[src/hw/rtl/fpbc_pkg.sv]
// Package for the flow packet and byte counter.
// Holds table sizing, the tuple type and the controller/datapath bundles.
`default_nettype none
package fpbc_pkg;
   localparam int FLOW_ENTRIES = 64;
   localparam int IDX_W = (FLOW_ENTRIES > 1) ? $clog2(FLOW_ENTRIES) : 1;
   localparam int CNT_W = $clog2(FLOW_ENTRIES + 1);
   localparam int TAG_W = 96;
   localparam int CTR_W = 64;

   // Request kinds carried in req_type.
   localparam logic REQ_COUNT  = 1'b0;
   localparam logic REQ_REPORT = 1'b1;

   // Source address, destination address, source port, destination port,
   // packed so that a plain unsigned compare gives the tuple order.
   typedef logic [TAG_W-1:0] tag_type;

   typedef struct packed {
      logic latch;
      logic lookup;
      logic update;
      logic rpt_init;
      logic scan_init;
      logic scan;
      logic fetch;
      logic emit;
      logic emit_empty;
      logic clear;
   } dp_cmd_type;

   typedef struct packed {
      logic empty;
      logic last;
      logic scan_done;
      logic rsp_busy;
   } dp_sts_type;
endpackage
`default_nettype wire

[src/hw/rtl/fpbc_ctrl.sv]
// Controller state machine that sequences lookups, updates and reports.
// Depends on fpbc_pkg.
`default_nettype none
module fpbc_ctrl (
   input  wire logic                 clock,
   input  wire logic                 reset,
   input  wire logic                 req_valid,
   input  wire logic                 req_kind,
   output logic                      req_ready,
   output fpbc_pkg::dp_cmd_type      cmd,
   input  wire fpbc_pkg::dp_sts_type sts
);
   import fpbc_pkg::*;

   typedef enum logic [3:0] {
      ST_IDLE, ST_LOOKUP, ST_UPDATE, ST_SCAN_INIT, ST_SCAN, ST_FETCH,
      ST_EMIT, ST_EMPTY, ST_WAIT_OUT, ST_CLEAR
   } state_type;

   state_type state_ff;
   logic      ready_ff, is_last_ff;
   logic      accept;

   assign accept    = (state_ff == ST_IDLE) && req_valid && ready_ff;
   assign req_ready = ready_ff;

   always_comb begin
      cmd = '0;
      cmd.latch = accept;
      cmd.rpt_init = accept && (req_kind == REQ_REPORT);
      case (state_ff)
         ST_LOOKUP:    cmd.lookup = 1'b1;
         ST_UPDATE:    cmd.update = 1'b1;
         ST_SCAN_INIT: cmd.scan_init = 1'b1;
         ST_SCAN:      cmd.scan = 1'b1;
         ST_FETCH:     cmd.fetch = 1'b1;
         ST_EMIT:      cmd.emit = 1'b1;
         ST_EMPTY:     cmd.emit_empty = 1'b1;
         ST_CLEAR:     cmd.clear = 1'b1;
         default:      cmd.latch = accept;
      endcase
   end

   always_ff @(posedge clock) begin
      if (reset) begin
         state_ff <= ST_IDLE;
         ready_ff <= 1'b1;
         is_last_ff <= 1'b0;
      end else begin
         case (state_ff)
            ST_IDLE: begin
               if (accept) begin
                  ready_ff <= 1'b0;
                  if (req_kind == REQ_COUNT) begin
                     state_ff <= ST_LOOKUP;
                  end else if (sts.empty) begin
                     state_ff <= ST_EMPTY;
                  end else begin
                     state_ff <= ST_SCAN_INIT;
                  end
               end
            end
            ST_LOOKUP: state_ff <= ST_UPDATE;
            ST_UPDATE: begin
               state_ff <= ST_IDLE;
               ready_ff <= 1'b1;
            end
            ST_SCAN_INIT: state_ff <= ST_SCAN;
            ST_SCAN: begin
               if (sts.scan_done) begin
                  state_ff <= ST_FETCH;
               end
            end
            ST_FETCH: state_ff <= ST_EMIT;
            ST_EMIT: begin
               is_last_ff <= sts.last;
               state_ff <= ST_WAIT_OUT;
            end
            ST_EMPTY: begin
               is_last_ff <= 1'b1;
               state_ff <= ST_WAIT_OUT;
            end
            ST_WAIT_OUT: begin
               if (!sts.rsp_busy) begin
                  state_ff <= is_last_ff ? ST_CLEAR : ST_SCAN_INIT;
               end
            end
            ST_CLEAR: begin
               state_ff <= ST_IDLE;
               ready_ff <= 1'b1;
            end
            default: state_ff <= ST_IDLE;
         endcase
      end
   end
endmodule
`default_nettype wire

[config.mk]
export PLATFORM = sky130hd
export DESIGN_NAME = fpbc_ctrl
export DESIGN_NICKNAME = d
export VERILOG_FILES = /design/src/hw/rtl/fpbc_pkg.sv /design/src/hw/rtl/fpbc_ctrl.sv
export SDC_FILE = /design/constraint.sdc
export NUM_CORES = 1
export LEC_CHECK = 0
export BUFFER_PORTS_ARGS = -buffer_cell sky130_fd_sc_hd__buf_2
export CAP_MARGIN = 20
export CELL_PAD_IN_SITES_DETAIL_PLACEMENT = 1
export CELL_PAD_IN_SITES_GLOBAL_PLACEMENT = 1
export CORE_MARGIN = 3
export CORE_UTILIZATION = 31
export DETAILED_ROUTE_END_ITERATION = 8
export GPL_ROUTABILITY_DRIVEN = 1
export PLACE_DENSITY = 0.8
export SLEW_MARGIN = 15
export SYNTH_ARGS = -nofsm -noshare
export SYNTH_HDL_FRONTEND = slang
export SYNTH_SLANG_ARGS = --single-unit
[constraint.sdc]
create_clock -name clock -period 1.4 [get_ports clock]
set_input_delay 0.28 -clock clock [delete_from_list [all_inputs] [get_ports clock]]
set_output_delay 0.28 -clock clock [all_outputs]
set_load 0.05 [all_outputs]
### Word-level counts from Yosys, hierarchy flattened

Cells that the tools add are included.

* register bits: 6
* input bits: 8
* output and inout port bits: 11
* logic and storage cells: 43

* eq/ne operators: 12
* multiplexer cells: 18
* reductions and logical operators: 10

Operator list (count)
* 4-bit one-hot mux with 7 select lines: 1
* 4-bit by 3-bit == test with 1-bit output (second input constant): 4
* 4-bit two-way mux: 4
* 1-bit two-way mux: 9
* 4-bit by 2-bit == test with 1-bit output (second input constant): 2
* 4-bit == test (second input constant): 2
* 3-bit two-way mux: 2
* 2-bit inequality test (second input constant): 3
* 4-bit by 1-bit == test with 1-bit output (second input constant): 1
* 4-bit zero test: 1
* 1-bit one-hot mux with 2 select lines: 2
* 2-bit nonzero test: 2
* 2-bit OR reduction: 2
* 1-bit logical AND: 3
* 3-bit AND reduction: 1
* 2-bit AND reduction: 1

### Depth between registers and ports, before layout

Gate-level depths: netlist of run 1.

* word-level depth: 5
* mapped depth: 4

### Least setup slack after synthesis of run 1

No wires, ideal clock.

* path type: reg2out
* start: reg state_ff[0]
* end: out cmd[0] in the netlist's numbering
* arrival time: 1714 ps
* data required time: 1120 ps
* path slack: -594 ps
* cell stages (with the launch flop): 4
* buffers on the path: 1
* cells stage by stage: dfxtp_1 buf_2 nand2b_1 nor3_1

RTL lines
* start: declaration: line fpbc_ctrl.sv:20 `state_type state_ff;`
* start signal: assignment: line fpbc_ctrl.sv:85 `state_ff <= is_last_ff ? ST_CLEAR : ST_SCAN_INIT;`
* end: declaration: line fpbc_ctrl.sv:10 `output fpbc_pkg::dp_cmd_type cmd,`

==> results of run 1 <==
==> synthesized netlist by cell type (2+ instances only) <==
cell,number
inv_1,2
dfxtp_1,6
o32ai_1,2
nand2b_1,2
nand2_1,2
a211o_1,2
nor2_1,9
nor2b_1,3
a21oi_1,4
buf_2,2
nor3_1,5
and3_1,3
buf_4,2
nand3b_1,2
==> logic make-up after synthesis <==
kind of cell / synth area share, %
AOI/OAI and AO/OA: 22.37
and+or+nand+nor: 42.32
DFF: 25.88
buffers and inverters: 9.434
==> timing repair <==
| item | 4_1_cts | 5_1_grt |
|---|---|---|
| pin swaps | 4 | 3 |
| endpoints found under the setup margin | 10 | 13 |
| gates resized for setup | 43 | 10 |
| setup buffers | 2 | 6 |
==> area by class of cell <==
cell class / instances / area (um^2)
clock buffer: 3 / 22.52
fill: 148 / 434.2
inverter: 2 / 7.507
multi-input combinational: 46 / 417.9
sequential: 6 / 131.4
tap: 15 / 18.77
timing repair buffer: 36 / 317.8
==> per-stage QoR <==
step	setup TNS [ns]	power [mW]	setup slack, ns	utilization, %
2_1_floorplan	-0.9257	0.4601	-0.2189	-
3_3_place_gp	0	0.5479	0.05038	47.27
3_5_place_dp	0	0.5575	0.007826	47.27
4_1_cts	-0.8963	0.8216	-0.1567	61.17
5_1_grt	-2.258	0.9510	-0.2997	67.84
6_report	-1.448	0.9078	-0.2390	67.84
==> metal layers <==
metal | track usage [%] | vias to the layer above | share of wire, %
li1 | - | 289 | -
met1 | 28.57 | 323 | 42
met2 | 34.96 | 31 | 49
met3 | 2.390 | 8 | 5.7
met4 | 9.036 | 0 | 3.1
met5 | 0 | - | 0
==> worst max-delay path: stages (launching register included) <==
cell and delay (ns):
dfxtp_2 0.34, nor4_4 0.34, nand2_2 0.13, nor2_4 0.13, buf_6 0.16
==> power groups by stage <==
stage / sequential (mW) / combinational, mW / clock [mW]
3_3_place_gp: 0.216 / 0.332 / 0
5_1_grt: 0.227 / 0.540 / 0.184
3_5_place_dp: 0.217 / 0.340 / 0
2_1_floorplan: 0.226 / 0.234 / 0
6_report: 0.226 / 0.518 / 0.164
4_1_cts: 0.225 / 0.431 / 0.165
==> sequential cells by signal, summed over array words and instances, names as in the netlist <==
| register | cells |
|---|---|
| is_last_ff | 1 |
| req_ready | 1 |
| state_ff | 4 |
==> path summary, 6_finish.rpt <==
| path | from | endpoint | cells past startpoint |
|---|---|---|---|
| setup / recovery | state_ff[3] | cmd[6] | 4 |
| hold / removal | reset | state_ff[1] | 2 |
| setup reg to reg | state_ff[3] | state_ff[1] | 5 |
| hold reg to reg | req_ready | req_ready | 1 |
==> results.tsv, run 1 <==
stage	metric	value	unit
outcome	outcome	finished, violations left	
outcome	violations	negative setup slack	
layout	final_cells	108	
synth	syn_area_per_cell	7.868	um^2
timing	finalHoldViolations	0	
die	rows	13	
layout	final_nets	103	
routing	wirelength	2566	um
timing	rsz0062_at_grt	yes	
setup_path	start_kind	flip-flop	
layout	diodes	0	
placement	hpwl	1215	um
layout	area_growth	97.30	%
global_route	grt_max_degree	10	
global_route	track_usage	21.50	%
setup_path	crit_path_end_kind	output port	
synth	synth_cell_types	27	
routing	vias	651	
global_route	grt_pass1_vias	635	
synth	synth_cells	59	
layout	final_cell_mix	buf_4, buf_2, buf_6	
synth	synthDominantCellAreaShare	25.88	%
routing	vias_per_cell	6.028	
synth	syn_area	464.2	um^2
die	coreArea	1350	um^2
global_route	gr-total-overflow	0	
power_and_ir_drop	sw_frac_of_total	43.45	%
die	ios	19	
placement	dp_cells	97	
cts	cts-buffers-inserted	3	
layout	fin_area	915.9	um^2
placement	place.gp.congestion	0.7762	
cts	ctsHtreeMaxLevel	1	
cts	insertion_delay	0.25	ns
synth	async_reset_ff_share	0	%
setup_path	required	1.12	ns
setup_path	critical_path_class	flip-flop to output port	
cts	clk_path_buf_depth	2	
timing	worst_pin_slew	0.4545	ns
cts	clock_sinks	6	
cts	clockRootBuffer	clkbuf_4	
cts	cts_tree	yes	
power_and_ir_drop	power_frac_seq	24.9	%
die	dieArea	1998	um^2
die	die_width	44.70	um
timing	fin_ws	-0.2390	ns
die	die_h	44.70	um
global_route	grt_pass1_wl	3111	um
synth	yosys-top-cells-area	dfxtp_1, nor2_1, nor3_1, a21oi_1, and3_1	
routing	drc	0	
routing	wl_per_cell	23.76	um
power_and_ir_drop	ir_worst_vdd	0.6141	mV
routing	drtAntennaViolNets	0	
power_and_ir_drop	power.density	991.1	nW/um^2
power_and_ir_drop	p_clk_share	18.0	%
routing	drt_iter0_drc	22	
synth	yosysTopAreaCell	dfxtp_1	
synth	seq_area_frac_synth	25.88	%
cts	clkTransAtPathRegs	0.05	ns
timing	fin_crit_sh	117.1	%
cts	cts_hold_buf	0	
synth	synth.ff_latch_count	6	
power_and_ir_drop	switching_power	0.3945	mW
job	maxCapViolations	0	
routing	drt-pass1-iter-count	4	
timing	slew-limit-headroom	69.70	%
synth	ys.warnings.count	0	
power_and_ir_drop	power_leakage	0.4027	nW
power_and_ir_drop	p_comb_share	57.1	%
placement	port_buffers	18	
power_and_ir_drop	p_int	0.5133	mW
timing	slew_viol_final	0	
synth	synth-edff-count	0	
timing	clock_skew	0.004980	ns
placement	dpl-instance-area	638.1	um^2
timing	setup_violations	13	
die	start_util	34.38	%
layout	drive_gt1_share	67.74	%
global_route	antenna_found_initial	0	
timing	timing.hold.ws	0.2750	ns
setup_path	arrival	1.36	ns
synth	synthesis.nets	67	
hold_path	min_path_type	input pin to flip-flop	
setup_path	r2r_slack	-0.11	ns
layout	final_common_cell	buf_4	
timing	min_period	1.639	ns
synth	synth_ff_type	dfxtp_1	
timing	max_freq	610.1	MHz
setup_path	cp_max_fo	3	
No activity file was read; power rests on OpenSTA's default activity.
==> run 2: changes to the inputs <==
--- a/config.mk
+++ b/config.mk
@@ -6,7 +6,6 @@
 export NUM_CORES = 1
 export LEC_CHECK = 0
 export BUFFER_PORTS_ARGS = -buffer_cell sky130_fd_sc_hd__buf_2
-export CAP_MARGIN = 20
 export CELL_PAD_IN_SITES_DETAIL_PLACEMENT = 1
 export CELL_PAD_IN_SITES_GLOBAL_PLACEMENT = 1
 export CORE_MARGIN = 3
@@ -14,6 +13,7 @@
 export DETAILED_ROUTE_END_ITERATION = 8
 export GPL_ROUTABILITY_DRIVEN = 1
 export PLACE_DENSITY = 0.8
+export SKIP_CTS_REPAIR_TIMING = 1
 export SLEW_MARGIN = 15
 export SYNTH_ARGS = -nofsm -noshare
 export SYNTH_HDL_FRONTEND = slang
==> results.tsv, run 2 (synthesized netlist as in run 1, its figures left out) <==
stage	metric	value	unit	change
routing	wirelength	2346	um	-8.6%
placement	hpwl	1215	um	unchanged
placement	port_buffers	18		unchanged
placement	dpl-instance-area	638.1	um^2	unchanged
cts	clock_sinks	6		unchanged
timing	slew-limit-headroom	69.97	%	+0.26 points
layout	largest_reg_flops	4		unchanged
routing	drtAntennaViolNets	0		unchanged
timing	rsz0062_at_grt	yes		
routing	drt_iter0_drc	34		+55%
placement	place.gp.congestion	0.7762		unchanged
global_route	antenna_found_initial	0		unchanged
placement	dp_cells	97		unchanged
job	maxCapViolations	0		unchanged
routing	drc	0		unchanged
power_and_ir_drop	ir_worst_vdd	0.5744	mV	-6.5%
cts	clockRootBuffer	clkbuf_4		
timing	setup_violations	13		unchanged
hold_path	min_path_type	input pin to flip-flop		
routing	vias_per_cell	5.811		-3.6%
global_route	grt_max_degree	10		unchanged
timing	min_period	1.622	ns	-0.01700 ns
cts	clkTransAtPathRegs	0.05	ns	about the same
setup_path	start_kind	flip-flop		
die	ios	19		unchanged
setup_path	cpLargestDelayFamily	simple AND/OR/NAND/NOR gates		
outcome	violations	negative setup slack		
timing	fin_ws	-0.2219	ns	+0.01700 ns
die	rows	13		unchanged
die	dieArea	1998	um^2	unchanged
global_route	gr-total-overflow	0		unchanged
setup_path	slowest_stage	dfxtp_4		
routing	dr_wl_met2	1166	um	-8.2%
timing	fin_crit_sh	115.9	%	-1.2 points
timing	clock_skew	0.004155	ns	-0.0008255 ns
global_route	grt_pass1_wl	2546	um	-18%
setup_path	critical_path_class	flip-flop to output port		
cts	ctsHtreeMaxLevel	1		unchanged
setup_path	cp_max_fo	4		+1
setup_path	arrival	1.34	ns	-0.02 ns
timing	finalHoldViolations	0		unchanged
timing	timing.hold.ws	0.2694	ns	-0.005652 ns
setup_path	critPathBufInv	1		unchanged
routing	wl_per_cell	21.14	um	-11%
timing	worst_pin_slew	0.4474	ns	-0.007004 ns
layout	area_growth	102.7	%	
routing	dr_wl_met3	143	um	-1.4%
power_and_ir_drop	power_leakage	0.4261	nW	+5.8%
cts	cts-buffers-inserted	3		unchanged
layout	fin_area	940.9	um^2	+2.7%
layout	final_cells	111		+2.8%
routing	m1WireLength	1005	um	-6.0%
power_and_ir_drop	finalPower	0.9000	mW	-0.86%
timing	slew_viol_final	0		unchanged
power_and_ir_drop	power.density	956.5	nW/um^2	-3.5%
routing	vias	645		-0.92%
placement	place_ws	0.007826	ns	unchanged
setup_path	required	1.12	ns	about the same
die	die_width	44.70	um	unchanged
die	coreArea	1350	um^2	unchanged
cts	clk_path_buf_depth	2		unchanged
layout	final_nets	106		+2.9%
layout	final_cell_mix	buf_4, buf_6, buf_2		
setup_path	crit_path_end_kind	output port		
timing	setup_tns	-1.314	ns	+0.1340 ns
setup_path	cp_slowest_stage_delay	0.36	ns	+0.02 ns
layout	final_util	69.69	%	+1.9 points
routing	drt-pass1-iter-count	5		+1
layout	final_common_cell	buf_4		
setup_path	worstPathCellList	nor4_4 -> and3_1 -> buf_6		
outcome	outcome	finished, violations left		
routing	top_layer	met4		
cts	cts_tree	yes		
timing	max_freq	616.5	MHz	+1.0%
layout	drive_gt1_share	69.79	%	+2.0 points
layout	regMostFlops	state_ff		
global_route	track_usage	17.46	%	-4.0 points
cts	insertion_delay	0.25	ns	about the same
global_route	grt_pass1_vias	555		-13%
layout	diodes	0		unchanged
die	start_util	34.38	%	unchanged
die	die_h	44.70	um	unchanged
## run 2: report_power, final
part	internal, mW	leakage (nW)	switching [mW]	total (mW)
registers	0.190	0.0514	0.0293	0.219
logic	0.224	0.361	0.282	0.506
clock network	0.0980	0.0138	0.0769	0.175
total	0.512	0.426	0.388	0.900
## run 2: cell type report
cell class	count	area, um^2
repair buffers	39	349.1
clock buffers	3	22.52
inverters	2	12.51
fillers	141	409.1
well taps	15	18.77
flip-flops and latches	6	133.9
multi-input cells	46	404.1
## run 2: path summary, 6_finish.rpt
path	cells past startpoint	start	end	slack (ns)
max	3	state_ff[1]	cmd[9]	-0.22
min	2	reset	state_ff[1]	0.27
max reg2reg	6	state_ff[2]	state_ff[2]	-0.09
min reg2reg	1	req_ready	req_ready	0.52
## run 2: metal layers
metal  track usage, %  vias up
met2            29.23       36
li1                 -      294
met4            9.036        0
met3            2.390        8
met5                0        -
met1            21.55      307
## run 2: worst register-to-register path, cell delays in order, from the launching register on
cell and delay [ns]:
dfxtp_4 0.36, buf_12 0.15, buf_6 0.12, buf_6 0.11, nand3b_1 0.20, a211o_1 0.33, o32ai_2 0.13
